==> src/hdl/pcpfl_pkg.sv <==
package pcpfl_pkg;

	// Field widths fixed by the interface
	localparam int unsigned ADDR_W      = 34;
	localparam int unsigned CPU_FIELD_W = 3;
	localparam int unsigned STATUS_W    = 2;
	localparam int unsigned CFG_IDX_W   = 1;

	// Default sizing
	localparam int unsigned CPU_COUNT_DEF  = 8;
	localparam int unsigned NUM_PAGES_DEF  = 32768;
	localparam int unsigned PAGE_BYTES_DEF = 4096;

	// Register reset values
	localparam logic [ADDR_W-1:0] REGION_START_RST = 34'h0_8000_0000;
	localparam logic [ADDR_W-1:0] REGION_END_RST   = 34'h0_8800_0000;

	// Operation codes
	localparam logic OP_ALLOC = 1'b0;
	localparam logic OP_FREE  = 1'b1;

	// Status codes
	localparam logic [STATUS_W-1:0] ST_OK       = 2'd0;
	localparam logic [STATUS_W-1:0] ST_OOM      = 2'd1;
	localparam logic [STATUS_W-1:0] ST_BAD_FREE = 2'd2;

	// Register indexes
	localparam logic [CFG_IDX_W-1:0] CFG_REGION_START = 1'b0;
	localparam logic [CFG_IDX_W-1:0] CFG_REGION_END   = 1'b1;

	// Write controls from the sequencer to the list store
	typedef struct packed {
		logic head_we;
		logic head_valid;
		logic link_we;
	} st_ctl_t;

	// Reduce a CPU number modulo the CPU count by repeated subtraction
	function automatic logic [CPU_FIELD_W-1:0] cpu_wrap(input logic [CPU_FIELD_W-1:0] v,
		input int unsigned cnt);
		logic [CPU_FIELD_W-1:0] r;
		r = v;
		for (int i = 0; i < 8; i++) begin
			if (int'(r) >= int'(cnt)) begin
				r = r - CPU_FIELD_W'(cnt);
			end
		end
		return r;
	endfunction

endpackage

==> src/hdl/pcpfl_sub_unit.sv <==
module pcpfl_sub_unit (
	input  logic [pcpfl_pkg::ADDR_W:0] a,
	input  logic [pcpfl_pkg::ADDR_W:0] b,
	output logic [pcpfl_pkg::ADDR_W:0] diff,
	output logic                       lt
);
	import pcpfl_pkg::*;

	logic [ADDR_W+1:0] full;

	// Shared subtract and compare: borrow out flags a below b
	assign full = {1'b0, a} - {1'b0, b};
	assign diff = full[ADDR_W:0];
	assign lt   = full[ADDR_W+1];

endmodule

==> config.mk <==
export PLATFORM = sky130hd
export DESIGN_NAME = pcpfl_sub_unit
export DESIGN_NICKNAME = d
export VERILOG_FILES = /design/src/hdl/pcpfl_pkg.sv /design/src/hdl/pcpfl_sub_unit.sv
export SDC_FILE = /design/constraint.sdc
export NUM_CORES = 1
export LEC_CHECK = 0
export BUFFER_PORTS_ARGS = -buffer_cell sky130_fd_sc_hd__buf_2
export CAP_MARGIN = 25
export CELL_PAD_IN_SITES_DETAIL_PLACEMENT = 1
export CELL_PAD_IN_SITES_GLOBAL_PLACEMENT = 2
export CORE_MARGIN = 1.5
export CORE_UTILIZATION = 26
export DETAILED_ROUTE_END_ITERATION = 12
export PLACE_DENSITY = 0.87
export SLEW_MARGIN = 20
export SYNTH_ARGS = -nofsm -noshare
export SYNTH_HDL_FRONTEND = slang
export SYNTH_SLANG_ARGS = --single-unit
==> constraint.sdc <==
create_clock -name vclk -period 3.9
set_clock_uncertainty 0.15 [all_clocks]
set_input_delay 0 -clock vclk [all_inputs]
set_output_delay 0 -clock vclk [all_outputs]
set_load 0.03 [all_outputs]
=== Word level (Yosys, flattened, before mapping) ===
Cells that the tools add are included.

* Bits in registers: 0
* Bits in latches: 0
* Bits in writable memories: 0
* Bits in read-only memories: 0
* Input port bits: 70
* Output and inout bits: 36
* Memories: 0

* Add/subtract/negate cells: 1
* Multipliers: 0
* Div/mod/pow operators: 0
* Magnitude comparators: 0
* Equal/unequal tests: 0
* Shift-type cells: 0
* Mux-type cells: 0
* Bitwise logic cells: 0
* Reductions and logical operators: 0

{| class="wikitable"
|+ Operators with widths
! kind !! count
|-
| $sub 35x35->36 || 1
|}

=== Logic depth before layout (Yosys ltp) ===
* Word-level depth: 1
* Gate-level depth with buffers: 10

=== Worst setup path after synthesis ===
OpenSTA, ideal clock, no wires.

* Path kind: input to output
* Start point: in a[0] (netlist name)
* End point: out diff[22] (netlist name)
* Arrival time: 2.570 ns
* Data required time: 3.750 ns
* Setup slack: 1.180 ns
* Stages: 9
* Cells stage by stage: inv_1 > ha_1 > fa_1 > nor2b_1 > o2111ai_1 > a21oi_2 > o21ba_1 > nor2_1 > o311ai_0

* Longest elaborated chain between the ends: 1

{| class="wikitable"
|+ RTL lines
! item !! RTL line !! source
|-
| start: declaration || pcpfl_sub_unit.sv:2 || <nowiki>input logic [pcpfl_pkg::ADDR_W:0] a,</nowiki>
|-
| $sub 35x35->36 || pcpfl_sub_unit.sv:12 || <nowiki>assign full = {1'b0, a} - {1'b0, b};</nowiki>
|-
| end: declaration || pcpfl_sub_unit.sv:4 || <nowiki>output logic [pcpfl_pkg::ADDR_W:0] diff,</nowiki>
|}

Every way passes these cells.

=== Worst setup path after layout ===
* Start point: in a[0] (netlist name)
* End point: out diff[34] (netlist name)

The elaborated chain is that of the path after synthesis.

==> summary.md <==
| Metric | Value |
|---|---|
| Diodes inserted | `0` |
| Crit path largest cell delay | `0.41 ns` |
| Final Hold Vio Count | `0` |
| Die X | `94.4 microns` |
| First-pass GRT wire length | `11600 microns` |
| Minimum clock period after layout | `2.51 ns` |
| Dpl hpwl | `6370 microns` |
| Post-Synth Simple-Gate Area | `19.0%` |
| Row cnt | `33` |
| Setup bufs post-CTS | `0` |
| Net switching fraction of the power | `64.6%` |
| PwrDens | `238 mW/mm^2` |
| Fmax | `399 MHz` |
| Post-DRT Antenna Nets | `0` |
| Placed Cells | `533` |
| Resize count post-CTS | `0` |
| Main combinational cell family by area after synthesis | `compound AO/OA/AOI/OAI gates` |
| Max Slew Vio Count | `0` |
| NetSw | `0.434 mW` |
| Maximum vdd ir drop | `126 uV` |
| Die Y | `94.4 microns` |
| DR vias/cell | `4.99` |
| Core box area | `0.00813 sq mm` |
| Mux contribution to synthesized area | `0%` |
| Cts hold-fix bufs | `0` |
| Drt pass-1 iters | `4` |
| Combinational share of power | `100.0%` |
| CP cell instances | `buf_2, inv_1, ha_1, fa_1, nor2b_1, o2111ai_1, a21oi_2, o211a_1, o21a_1, a21oi_1, a311oi_1, buf_2` |
| Die ar. | `0.00890 sq mm` |
| # nets final | `536` |
| Share of post-route cells with drive strength above 1 | `27.6%` |
| Post-layout util | `34.6%` |
| Hold Crit Class | `in2out` |
| Fin Hold WS | `0.237 ns` |
| Status | `finished clean` |
| Reg power frac | `0%` |
| Total track usage | `15.6%` |
| Avg WL per Cell | `13.4 microns` |
| Most frequent CP cell | `buf_2` |
| DRC Markers | `0` |
| Complex-gate fraction of the synthesized area | `40.1%` |
| XOR/XNOR Fraction of Synth Area | `11.3%` |
| Slew headroom | `71.2%` |
| Vias post-DR | `2660` |
| WL final | `7140 microns` |
| Worst Tran Pin Value | `0.431 ns` |
| Syn Area/Cell | `6.63 sq um` |
| Critical path class | `in2out` |
| Cell at the slowest stage of the critical path | `fa_1` |
| WP data required | `3.75 ns` |
| Io pins | `106` |
| Post-synth cell types | `53` |
| Overflow after GRT | `0` |
| Critical path arrival | `2.36 ns` |
| Num sequential | `0` |
| TNS Setup | `0 ns` |
| Most frequent cells after synthesis | `44 x inv_1, 37 x a21oi_1, 35 x ha_1` |
| Setup violators final | `0` |
| Layout area overhead | `29.6%` |
| Synth warnings | `0` |
| Sequential area share after synthesis | `0%` |
| Synth Area in Adders | `21.1%` |
| Top cell type's share of synthesized area | `20.2%` |
| Lkg Pwr | `1.55 nW` |
| Startpoint Class | `input pin` |
| FF/Latch Area | `0 sq um` |
| Starting DRC count in detailed routing | `47` |
| Initial antenna violation count | `0` |
| Initial core utilization | `26.7%` |
| Clock power frac | `0%` |
| Fillers | `1094` |
| Max cap viols | `0` |
| Final worst-path cycle share | `64.3%` |
| Vias in the first global route | `2669` |
| Syn Inst Count | `327` |
| Pin count of the biggest net entering global routing | `12` |
| Total nets after synthesis | `433` |
| Mapped Area | `0.00217 sq mm` |
| Largest area contributor in the netlist | `ha_1` |
| Internal power | `0.237 mW` |
| CLK BUF | `0` |
| Worst Setup End Kind | `output pin` |
| Count leader, synth | `inv_1` |
| Final instance count without filler cells | `533` |
| Worst-path fanout max | `5` |
| RSZ-0062 raised after global routing | `false` |
| Top cells by area, synth | `ha_1 20%, a21oi_1 8.5%, inv_1 7.6%, xnor2_1 7.3%, nand2_1 5.9%` |
| Routability cong. | `0.855` |
| IO Port Bufs | `106` |
-- layer usage --
layer  vias to the layer above  GRT usage (%)  wire [microns]
met5                         -              0               0
li1                       1379              -               -
met1                      1208           20.0            3320
met3                         4          0.805             354
met4                         0           1.24              55
met2                        69           29.6            3410
-- layout make-up --
| class | count | area [sq um] | share of cell area (%) |
|---|---|---|---|
| Inverter | 44 | 165 | 5.87 |
| Tap cell | 105 | 131 | 4.67 |
| Multi-Input combinational cell | 278 | 1990 | 70.6 |
| Timing Repair Buffer | 106 | 531 | 18.9 |
-- worst paths after layout --
kind	startpoint	to	slack [ns]	cells past startpoint
worst max-delay path	a[0]	diff[34]	1.39	12
worst min-delay path	b[0]	diff[0]	0.24	4
-- cells in the final DEF, fill, tap and decap left out, types with 4 or more instances in the layout --
cell and n:
a21oi_1 37, xor2_1 10, inv_1 44, nor3_1 4
o21a_1 8, nand3_1 7, buf_2 106, o21ai_0 18
xnor2_1 18, nand2_1 34, nand4_1 5, o21bai_1 5
ha_1 35, nor2_1 25, a21o_1 15
-- kinds of logic (layout without fill, tap and decap cells) --
kind of cell               Yosys count  after routing
AOI/OAI and AO/OA                  123            123
and+or+nand+nor                     91             91
buffers and inverters               49            150
adders and majority gates           36             36
xor gates and xnor gates            28             28
-- worst max-delay path, delay by kind of cell --
family                     cells  cell delay [ns]
AOI/OAI and AO/OA              6             1.18
adders and majority gates      2             0.63
buffers and inverters          3             0.37
and+or+nand+nor                1             0.18
-- through the flow --
stage / power (mW) / instance area [sq um] / setup slack, ns
after floorplan: 0.483 / 2170 / 1.18
final: 0.671 / 2810 / 1.39
after CTS: 0.676 / 2810 / 1.36
after global routing: 0.733 / 2810 / 1.17
after detailed placement: 0.673 / 2810 / 1.38
after global placement: 0.667 / 2810 / 1.43
-- power groups by stage --
stage | logic (mW) | clock network [mW] | registers (mW)
CTS | 0.676 | 0 | 0
floorplan | 0.483 | 0 | 0
finish | 0.671 | 0 | 0
global route | 0.733 | 0 | 0
global placement | 0.667 | 0 | 0
detailed placement | 0.673 | 0 | 0
(Power assumes the default switching activity.)
